`src/sv/wto_pkg.sv`:
```
// shared types and constants for the wavetable oscillator
// no dependencies
package wto_pkg;

  localparam int unsigned PHASE_W    = 32;
  localparam int unsigned SAMPLE_W   = 16;
  localparam int unsigned TIDX_W     = 10;
  localparam int unsigned ADDR_W_MAX = 16;
  localparam int unsigned QUEUE_DEPTH = 4;
  localparam logic [PHASE_W-1:0] PHASE_INC_RESET = 32'd39370534;

  typedef enum logic [1:0] {
    OP_TICK      = 2'd0,
    OP_TICK_EXT  = 2'd1,
    OP_WRITE     = 2'd2,
    OP_SET_PHASE = 2'd3
  } wto_op_e;

  // one queued table access: either a lookup (addr = x0 index, data = frac)
  // or a table write (addr = entry, data = sample)
  typedef struct packed {
    logic                  is_wr;
    logic [ADDR_W_MAX-1:0] addr;
    logic [SAMPLE_W-1:0]   data;
  } wto_entry_t;

endpackage

```
`src/sv/wto_front.sv`:
```
// front end: accepts words, keeps the phase accumulator and increment,
// turns ticks and table writes into queue entries; uses wto_pkg
module wto_front #(
  parameter int unsigned TABLE_SIZE = 1024,
  parameter int unsigned FRAC_BITS  = 16
) (
  input  logic                           clk_i,
  input  logic                           rst_ni,
  input  logic                           cfg_we_i,
  input  logic [wto_pkg::PHASE_W-1:0]    cfg_wdata_i,
  input  logic                           in_valid_i,
  output logic                           in_ready_o,
  input  logic [1:0]                     op_i,
  input  logic [wto_pkg::PHASE_W-1:0]    phase_in_i,
  input  logic [wto_pkg::TIDX_W-1:0]     table_index_i,
  input  logic signed [wto_pkg::SAMPLE_W-1:0] table_value_i,
  input  logic                           full_i,
  output logic                           push_o,
  output wto_pkg::wto_entry_t            entry_o
);
  import wto_pkg::*;

  localparam int unsigned AW = $clog2(TABLE_SIZE);

  logic [PHASE_W-1:0]    phase_inc_q;
  logic [PHASE_W-1:0]    phase_q, phase_d;
  logic                  accept;
  logic [PHASE_W-1:0]    lk_phase;
  logic [PHASE_W-1:0]    lk_rest;
  logic [ADDR_W_MAX-1:0] wr_addr;

  assign in_ready_o = !full_i;
  assign accept     = in_valid_i && in_ready_o;

  assign lk_phase = (op_i == OP_TICK_EXT) ? phase_in_i : phase_q;
  assign lk_rest  = lk_phase << AW;
  assign wr_addr  = ADDR_W_MAX'(table_index_i) & ADDR_W_MAX'(TABLE_SIZE - 1);

  always_comb begin
    phase_d = phase_q;
    push_o  = 1'b0;
    entry_o = '0;
    case (op_i)
      OP_TICK, OP_TICK_EXT: begin
        push_o        = accept;
        entry_o.is_wr = 1'b0;
        entry_o.addr  = ADDR_W_MAX'(lk_phase[PHASE_W-1 -: AW]);
        entry_o.data  = SAMPLE_W'(lk_rest[PHASE_W-1 -: FRAC_BITS]);
        if (op_i == OP_TICK) begin
          phase_d = phase_q + phase_inc_q;
        end
      end
      OP_WRITE: begin
        push_o        = accept;
        entry_o.is_wr = 1'b1;
        entry_o.addr  = wr_addr;
        entry_o.data  = table_value_i;
      end
      OP_SET_PHASE: begin
        phase_d = phase_in_i;
      end
      default: begin
        phase_d = phase_q;
      end
    endcase
  end

  always_ff @(posedge clk_i or negedge rst_ni) begin
    if (!rst_ni) begin
      phase_inc_q <= PHASE_INC_RESET;
      phase_q     <= '0;
    end else begin
      if (cfg_we_i) begin
        phase_inc_q <= cfg_wdata_i;
      end
      if (accept) begin
        phase_q <= phase_d;
      end
    end
  end

endmodule

```
`config.mk`:
```
export PLATFORM = sky130hd
export DESIGN_NAME = wto_front
export DESIGN_NICKNAME = d
export VERILOG_FILES = /design/src/sv/wto_pkg.sv /design/src/sv/wto_front.sv
export SDC_FILE = /design/constraint.sdc
export NUM_CORES = 1
export LEC_CHECK = 0
export ABC_AREA = 1
export BUFFER_PORTS_ARGS = -buffer_cell sky130_fd_sc_hd__buf_2
export CAP_MARGIN = 20
export CORE_ASPECT_RATIO = 1.2
export CORE_UTILIZATION = 40
export CTS_CLUSTER_SIZE = 20
export DETAILED_ROUTE_END_ITERATION = 7
export PLACE_DENSITY_LB_ADDON = 0.08
export SETUP_SLACK_MARGIN = 0.15
export SLEW_MARGIN = 25
export SYNTH_ARGS = -nofsm -noshare
export SYNTH_HDL_FRONTEND = slang
export SYNTH_SLANG_ARGS = --single-unit
```
`constraint.sdc`:
```
create_clock -name clk_i -period 2.6 [get_ports clk_i]
set_input_delay 0.52 -clock clk_i [delete_from_list [all_inputs] [get_ports clk_i]]
set_output_delay 0.52 -clock clk_i [all_outputs]
set_load 0.005 [all_outputs]
```
==> impl_metrics.ini <==
[layout]
layout-drive-gt1-share_pct = 22.7
diodes = 0
syn_to_final_growth_pct = 19.3
fin_nets = 1157
stdcell_count = 1203

[clock_network]
clockRootBuffer = clkbuf_16
clkLatencyLatePin_ns = 0.35
cts.sinks = 64
clkTransAtPathRegs_ns = 0.05
numCtsBuffers = 9
cts_tree = built
holdBufCountCts = 0
h-tree-depth = 3
cts.path.max_buffers = 2

[placed_design]
port_buffers = 125
dp_hpwl_um = 12600
placed_cells = 1187
place_congestion = 0.919

[pwr]
power_density_nw_per_um2 = 936
leakage_nw = 4.02
ir_worst_vdd_mv = 0.302
p_switching_mw = 3.06
p_comb_share_pct = 58.0
p_seq_share_pct = 23.4
switching_share_pct = 46.4
pwr-share-clk_pct = 18.6
p_int_mw = 3.54

[run_status]
status = complete, no violations

[setup_path]
reg2reg_from = phase_inc_q[0]
crit_path_end_kind = output port
slowest_delay_ns = 0.26
slowest_stage = buf_4
rrSetupSlack_ns = 0.39
start_kind = input port
cp.required_ns = 2.08
worstSetupPathType = input port to output port
rr_worst_depth = 12
path_cells = buf_2, inv_1, ha_1, buf_4, inv_1, nand2_1, o211ai_1, a21oi_1, buf_2
crit_family = buffers and inverters
cp_num_buf_inv = 5
r2r_end = phase_q[28]
cp-startpoint = op_i[1]
worstPathMaxFanout = 21
arrival_ns = 1.78

[sta]
rsz0062_at_grt = false
tns_ns = 0
finalHoldViolCount = 0
setup_viol = 0
fmax_ghz = 0.435
finalCritPeriodShare_pct = 88.4
skew_ns = 0.00774
layout_min_cycle_time_ns = 2.30
finalMaxSlewViolations = 0

[floorplanning]
die_w_um = 113
fp.dieH_um = 135
die-area_um2 = 15300
initial_core_util_pct = 41.0
ios = 132
fp-row-count = 48
core_um2 = 14400

[synthesis]
synthCells = 907
yosysUniqueCellTypes = 41
synth-async-reset-ratio_pct = 100
synthesis.area_um2 = 5910
synth.ff_latch_count = 64
ys_seq_area_share_pct = 27.4
synth-main-ff-cell = dfrtp_1
synth_warnings = 0
synth_area_per_cell_um2 = 6.52
synth_edf_count = 0

[route]
postRouteAntennaNets = 0
via_per_inst = 4.68
drt_iter0_markers = 204
wl_per_cell_um = 13.0
wl_um = 15600
vias = 5636
dr.pass1.iters = 5
drc = 0

[global_routing]
grt_antenna_before_repair = 0
overflow = 0
grt_pass1_vias = 5258
grt_pass1_wl_um = 26100
grt_max_degree = 65
grtUsageTotal_pct = 22.0

[min_path]
hold_class = input port to asynchronous set/reset pin

[flow_run]
drv_cap = 0
registers in the layout (all words and copies together), names as in the netlist:
register and cells:
phase_q 32, phase_inc_q 32
kinds of logic (layout without fill, tap and decap cells):
family                     Yosys count  in the layout  share of synthesized area, %
and+or+nand+nor                    443            443                          31.2
other                                1              6                        0.0634
AOI/OAI and AO/OA                  129            129                          12.6
xor gates and xnor gates            14             14                          2.07
buffers and inverters              187            303                          12.6
DFF                                 64             64                          27.4
adders and majority gates           37             37                          7.95
muxes                               32             32                          6.09
how the worst max path moves through the flow:
stage                        endpoint  depth (start not counted)  slack, ns
after detailed placement  entry_o[25]                          7       0.12
after global placement     entry_o[0]                          7       0.19
after global routing       entry_o[1]                          9       0.15
final                      entry_o[2]                          9       0.30
after CTS                  entry_o[2]                          9       0.29
after floorplan           entry_o[22]                          7       0.53
cells in the mapped netlist, types with 8 or more instances:
cell	n	area [um^2]
nand2_1	327	1230
inv_1	145	544
a21oi_1	73	365
dfrtp_1	50	1250
nor2_1	40	150
nand3_1	38	190
ha_1	36	450
mux2_2	30	338
o211ai_1	28	210
clkbuf_1	20	75.1
nand2_2	16	100
dfstp_2	14	368
o21ai_0	13	65.1
xor2_1	8	70.1
power by group through the flow:
stage	combinational, mW	clock [mW]	sequential, mW
after floorplan	2.94	0	1.49
after global placement	3.87	0	1.56
after detailed placement	3.86	0	1.56
after CTS	3.88	1.25	1.55
after global routing	4.42	1.30	1.60
final	3.83	1.23	1.55
cell usage in the layout (no fill, tap or decap), types with 2 or more instances in the layout:
cell type / synthesis / final
a21oi_1: 73 / 73
buf_12: 0 / 5
buf_2: 7 / 125
buf_4: 7 / 7
clkbuf_1: 20 / 2
clkbuf_16: 0 / 9
clkbuf_8: 0 / 2
clkinv_2: 0 / 2
conb_1: 1 / 6
dfrtp_1: 50 / 50
dfstp_2: 14 / 14
ha_1: 36 / 35
inv_1: 145 / 145
inv_2: 4 / 4
mux2_1: 2 / 2
mux2_2: 30 / 30
nand2_1: 327 / 327
nand2_2: 16 / 16
nand3_1: 38 / 38
nand3_2: 5 / 5
nand4_1: 3 / 3
nor2_1: 40 / 40
nor2_2: 6 / 6
nor3_1: 2 / 2
nor3_4: 2 / 2
o211ai_1: 28 / 28
o21a_1: 2 / 2
o21ai_0: 13 / 13
o21ai_1: 5 / 5
o21bai_1: 3 / 3
xnor2_1: 6 / 6
xor2_1: 8 / 8
per-stage QoR:
stage	hold WS (ns)	cell area [um^2]	power [mW]	worst slack, ns	util, %
floorplan	0.224	5930	4.42	0.530	-
global placement	0.471	6750	5.43	0.192	46.8
detailed placement	0.477	6750	5.43	0.119	46.8
CTS	0.199	7050	6.69	0.290	48.9
global route	0.223	7050	7.32	0.151	48.9
finish	0.189	7050	6.60	0.302	48.9
area by class of cell:
| type | count | area [um^2] |
|---|---|---|
| inverters | 150 | 563 |
| clock buffers | 13 | 260 |
| clock inverters | 3 | 40.0 |
| multi-input cells | 661 | 3570 |
| repair buffers | 137 | 778 |
| flip-flops and latches | 64 | 1620 |
| well taps | 175 | 219 |
| fillers | 1573 | 7360 |
metal layers:
metal  global-route usage (%)  routed length [um]  part of all wire, %  up-vias
met3                     3.45                 669                  4.3       10
li1                         -                   -                    -     3067
met4                     7.75                 152                 0.97        0
met5                        0                   0                    0        -
met2                     36.4                7270                   47      107
met1                     29.0                7500                   48     2452
repair_timing:
item | in CTS | in global routing
endpoints found under the setup margin | 4 | 0
resized for setup | 1 | 0
buffers inserted | 0 | 0
No activity file was read; power rests on OpenSTA's default activity.
