===== src/sv/wto_pkg.sv =====
// shared types and constants for the wavetable oscillator
// no dependencies
package wto_pkg;

  localparam int unsigned PHASE_W    = 32;
  localparam int unsigned SAMPLE_W   = 16;
  localparam int unsigned TIDX_W     = 10;
  localparam int unsigned ADDR_W_MAX = 16;
  localparam int unsigned QUEUE_DEPTH = 4;
  localparam logic [PHASE_W-1:0] PHASE_INC_RESET = 32'd39370534;

  typedef enum logic [1:0] {
    OP_TICK      = 2'd0,
    OP_TICK_EXT  = 2'd1,
    OP_WRITE     = 2'd2,
    OP_SET_PHASE = 2'd3
  } wto_op_e;

  // one queued table access: either a lookup (addr = x0 index, data = frac)
  // or a table write (addr = entry, data = sample)
  typedef struct packed {
    logic                  is_wr;
    logic [ADDR_W_MAX-1:0] addr;
    logic [SAMPLE_W-1:0]   data;
  } wto_entry_t;

endpackage


===== src/sv/wto_fifo.sv =====
// short queue between front and back ends
// uses wto_pkg for the entry type and depth
module wto_fifo (
  input  logic                clk_i,
  input  logic                rst_ni,
  input  logic                push_i,
  input  wto_pkg::wto_entry_t entry_i,
  output logic                full_o,
  output logic                valid_o,
  input  logic                pop_i,
  output wto_pkg::wto_entry_t entry_o
);
  import wto_pkg::*;

  localparam int unsigned PTR_W = $clog2(QUEUE_DEPTH);
  localparam int unsigned CNT_W = $clog2(QUEUE_DEPTH + 1);

  wto_entry_t       buf_q [QUEUE_DEPTH];
  logic [PTR_W-1:0] wr_ptr_q, rd_ptr_q;
  logic [CNT_W-1:0] count_q, count_d;

  assign full_o  = (count_q == CNT_W'(QUEUE_DEPTH));
  assign valid_o = (count_q != '0);
  assign entry_o = buf_q[rd_ptr_q];

  always_comb begin
    count_d = count_q;
    if (push_i && !pop_i) begin
      count_d = count_q + 1'b1;
    end else if (pop_i && !push_i) begin
      count_d = count_q - 1'b1;
    end
  end

  always_ff @(posedge clk_i) begin
    if (push_i) begin
      buf_q[wr_ptr_q] <= entry_i;
    end
  end

  always_ff @(posedge clk_i or negedge rst_ni) begin
    if (!rst_ni) begin
      wr_ptr_q <= '0;
      rd_ptr_q <= '0;
      count_q  <= '0;
    end else begin
      if (push_i) begin
        wr_ptr_q <= wr_ptr_q + 1'b1;
      end
      if (pop_i) begin
        rd_ptr_q <= rd_ptr_q + 1'b1;
      end
      count_q <= count_d;
    end
  end

  a_no_overflow: assert property (@(posedge clk_i) disable iff (!rst_ni)
    push_i |-> !full_o)
    else $error("queue push while full");

  a_no_underflow: assert property (@(posedge clk_i) disable iff (!rst_ni)
    pop_i |-> valid_o)
    else $error("queue pop while empty");

endmodule


===== config.mk =====
export PLATFORM = sky130hd
export DESIGN_NAME = wto_fifo
export DESIGN_NICKNAME = d
export VERILOG_FILES = /design/src/sv/wto_pkg.sv /design/src/sv/wto_fifo.sv
export SDC_FILE = /design/constraint.sdc
export NUM_CORES = 1
export LEC_CHECK = 0
export ABC_CLOCK_PERIOD_IN_PS = 2200
export BUFFER_PORTS_ARGS = -buffer_cell sky130_fd_sc_hd__buf_2
export CORE_MARGIN = 2
export CORE_UTILIZATION = 56
export CTS_BUF_LIST = sky130_fd_sc_hd__clkbuf_16
export DETAILED_ROUTE_END_ITERATION = 6
export GPL_TIMING_DRIVEN = 0
export PLACE_DENSITY_LB_ADDON = 0.12
export SLEW_MARGIN = 40
export SYNTH_ARGS = -nofsm -noshare
export SYNTH_HDL_FRONTEND = slang
export SYNTH_SLANG_ARGS = --single-unit

===== constraint.sdc =====
create_clock -name clk_i -period 2.2 [get_ports clk_i]
set_clock_uncertainty 0.1 [all_clocks]
set_input_delay 0.22 -clock clk_i [delete_from_list [all_inputs] [get_ports clk_i]]
set_output_delay 0.22 -clock clk_i [all_outputs]
set_load 0.05 [all_outputs]

==> summary.md <==
| Metric | Value |
|---|---|
| Final critical-path share of the clock period | `97.38%` |
| Max-cap violations | `0` |
| Xor/xnor share of the synthesized area | `1.009%` |
| Total Die Area | `10090 um^2` |
| FILL cells | `547` |
| Sw frac | `36.34%` |
| Sum of negative setup slack | `0 ps` |
| Min Tclk post-route | `2142 ps` |
| Final count of pins violating max slew | `0` |
| Proportion of layout cells with a drive suffix above 1 | `41.50%` |
| H-tree levels | `4` |
| Kind of critical path | `reg2out` |
| Number of warnings printed during yosys synthesis | `0` |
| Final hold violation count | `0` |
| Share of synthesized area occupied by flip-flops and latches | `between 70% and 80%` |
| Worst-path clk slew | `60 ps` |
| Setup slack of the critical path after layout | `between 50 and 60 ps` |
| Post-Layout Inst Area | `slightly below 7000 um^2` |
| NumNets Final | `377` |
| CP startpoint kind | `flop` |
| Count of pins on the block boundary | `72` |
| Worst endpoint required time | `between 1500 and 2000 ps` |
| Number of unique standard cell types used by synthesis | `19` |
| Final Setup Violations | `0` |
| Crit path capture type | `output port` |
| Number of enable flip-flop cells after synthesis | `132` |
| Data arrival time of the critical path | `1820 ps` |
| Leakage dissipation | `2.441 nW` |
| Setup slack at placement | `442.3 ps` |
| Number of port buffers | `71` |
| Initial Utilization | `56.91%` |
| Clock network fraction of total power | `around 28%` |
| Via count of the first global-routing pass | `about 2.5k` |
| Post-synthesis simple-gate area fraction | `0.9608%` |
| Routed vias/inst | `5.345` |
| CP cell instances | `buf_8 -> buf_12 -> mux4_2 -> buf_2` |
| Worst-Margin Slew | `534.2 ps` |
| Die boundary height | `100.4 um` |
| Site row count | `35` |
| Share of power burned in combinational logic | `36.9%` |
| Detail Route Antenna Nets | `0` |
| Power Density | `about 1500 nW/um^2` |
| Pin count of the biggest net entering global routing | `34` |
| Most used flip-flop cell after synthesis | `sky130_fd_sc_hd__edfxtp_1` |
| Synthesis-to-layout area growth | `29.14%` |
| Dominant cell type by area after synthesis | `sky130_fd_sc_hd__edfxtp_1` |
| Result of the run | `complete, no violations` |
| Total number of vias | `around 2.4k` |
| Post-DR wirelength/cell | `19.03 um` |
| Total grt overflow | `0` |
| Crit-path max cell delay | `510 ps` |
| Proportion of power drawn by flip-flops and latches | `34.9%` |
| Dominant combinational cell family by area after synthesis | `multiplexers` |
| Maximum clock insertion buffer count | `2` |
| Type of the worst min-delay path | `in2reg` |
| Crit path max-delay cell type | `sky130_fd_sc_hd__mux4_2` |
| Power Internal | `between 0.006 and 0.007 W` |
| Hpwl dp | `4745 um` |
| Proportion of synthesized flip-flops having asynchronous set or reset | `5.036%` |
| Average instance area after synthesis | `25.16 um^2` |
| Number of buffers created by CTS | `17` |
| Total wire length | `8715 um` |
| Antenna diode count | `0` |
| Overall track demand over capacity in global routing | `18.73%` |
| Post-route DRC violation count | `0` |
| CTS tree | `done` |
| Largest cells by area after synthesis | `sky130_fd_sc_hd__edfxtp_1 76%, sky130_fd_sc_hd__mux4_2 12%, sky130_fd_sc_hd__dfrtp_1 3.4%` |
| Worst IR Drop VDD | `about 1200 uV` |
| Cell with the most instances after synthesis | `sky130_fd_sc_hd__edfxtp_1` |
| Largest fanout on the critical path | `10` |
| Clk Tree Root Cell | `sky130_fd_sc_hd__clkbuf_16` |
| Pre-antenna DRT Iters | `4` |
| Switching Power | `0.003764 W` |
| Post-synthesis adder-cell area fraction | `1.585%` |
| Power consumption | `0.01036 W` |
| Antenna violations before repair | `0` |
| Insertion delay to the later sink of the worst-skew pair | `410 ps` |
| Net count after synthesis | `250` |
| Final core area utilization | `73.49%` |
| Floorplan die width | `100.4 um` |
| Post-Syn Instances | `207` |
| Post-synthesis compound-gate area fraction | `0.09608%` |
| Post-synth design cell area | `5209 um^2` |
| Placer's final routability congestion estimate | `0.6596` |
| First-pass GRT wire length | `between 10000 and 15000 um` |
| Slew Limit Headroom | `64.39%` |
| Synth Register Bits | `139` |
| Share of Yosys cell area claimed by the top area cell type | `76.10%` |
| Mux cell area share after synthesis | `14.85%` |
| Area of the placeable core | `9153 um^2` |
| Highest clock frequency the design can meet | `around 0.47 GHz` |
| Top cells by count, synth | `132 x sky130_fd_sc_hd__edfxtp_1, 28 x sky130_fd_sc_hd__mux4_2, 7 x sky130_fd_sc_hd__dfrtp_1, 5 x sky130_fd_sc_hd__ha_1, 5 x sky130_fd_sc_hd__mux4_1` |
| Cell area after placement | `5713 um^2` |
| Number of DRC markers after the initial detailed-route iteration | `132` |
| Sink Count | `139` |
[sequential cells by signal, indices dropped and copies added (netlist names)]
name / flops
buf_q: 132
rd_ptr_q: 2
wr_ptr_q: 2
count_q: 3
[critical path: cells and delay by family, from the launching register on]
kind / cells / cell delay [ps]
buffers and inverters: 3 / 530
DFF: 1 / 360
muxes: 1 / 510
[routing by layer]
layer  part of all wire (%)  wire (um)  GRT usage, %  up-vias
met5                      0          0             0        -
met4                   0.53         46         5.690        0
met3                    3.6        313         6.685        5
met2                     53       4628         30.61       62
met1                     43       3726         23.94     1248
li1                       -          -             -     1133
[worst paths after layout]
path	endpoint	depth (start not counted)	slack, ps	from
min reg2reg	count_q[2]	1	390	count_q[2]
min	wr_ptr_q[0]	2	10	push_i
max in group asynchronous	wr_ptr_q[1]	2	1790	rst_ni
min in group asynchronous	count_q[2]	2	60	rst_ni
max	entry_o[21]	4	60	rd_ptr_q[0]
max reg2reg	buf_q[0][19]	3	550	wr_ptr_q[0]
[through the flow]
stage          hold slack [ps]  std cells
6_report                 9.564        458
5_1_grt                  30.63        458
4_1_cts                 0.1367        456
3_5_place_dp            -39.75        389
3_3_place_gp            -40.89        389
2_1_floorplan           -175.6        207
[area by class of cell]
cell class,count,area [um^2],area share [%]
Buffer,8,102.6,1.525
Clock buffer,17,425.4,6.324
Clock inverter,15,188.9,2.809
Inverter,4,15.01,0.2232
Multi-Input combinational cell,56,973.4,14.47
Sequential cell,139,4139,61.53
Tap cell,111,138.9,2.065
Timing Repair Buffer,108,743.2,11.05
[repair_timing]
| item | in CTS | in global routing |
|---|---|---|
| gates resized for setup | 3 | 6 |
| setup endpoints to repair | 3 | 25 |
| setup buffers | 0 | 2 |
| hold endpoints to repair | 141 | 0 |
| hold buffers | 35 | 0 |
[layout by cell type (no fill, tap or decap)]
cell and instances:
sky130_fd_sc_hd__and2_4 4, sky130_fd_sc_hd__bufinv_16 3, sky130_fd_sc_hd__buf_12 4, sky130_fd_sc_hd__inv_6 4
sky130_fd_sc_hd__or3_1 1, sky130_fd_sc_hd__dlygate4sd3_1 35, sky130_fd_sc_hd__clkinv_4 3, sky130_fd_sc_hd__ha_1 5
sky130_fd_sc_hd__inv_8 2, sky130_fd_sc_hd__clkinvlp_4 1, sky130_fd_sc_hd__nand2_1 2, sky130_fd_sc_hd__buf_2 68
sky130_fd_sc_hd__clkinv_1 1, sky130_fd_sc_hd__clkbuf_4 3, sky130_fd_sc_hd__xnor2_1 2, sky130_fd_sc_hd__mux4_2 28
sky130_fd_sc_hd__o21ai_0 1, sky130_fd_sc_hd__fa_1 1, sky130_fd_sc_hd__dfrtp_1 7, sky130_fd_sc_hd__inv_1 5
sky130_fd_sc_hd__edfxtp_1 132, sky130_fd_sc_hd__mux4_1 5, sky130_fd_sc_hd__xor2_1 4, sky130_fd_sc_hd__nor3b_1 1
sky130_fd_sc_hd__buf_4 5, sky130_fd_sc_hd__mux2_2 1, sky130_fd_sc_hd__buf_8 1, sky130_fd_sc_hd__clkbuf_16 17
sky130_fd_sc_hd__nor2_1 1
[power groups by stage]
stage / clock, W / sequential (W) / combinational [W]
after floorplan: 0 / 0.00363 / 0.00296
after global routing: 0.00308 / 0.00367 / 0.00402
final: 0.00292 / 0.00362 / 0.00382
after detailed placement: 0 / 0.00368 / 0.00371
after CTS: 0.00296 / 0.00362 / 0.00379
after global placement: 0 / 0.00366 / 0.00367
[cell families after synthesis]
family / after synthesis
buffers and inverters: 12
muxes: 34
AOI/OAI and AO/OA: 1
xor gates and xnor gates: 6
and+or+nand+nor: 9
DFF: 139
adders and majority gates: 6
Power figures use the tool's default switching activity.
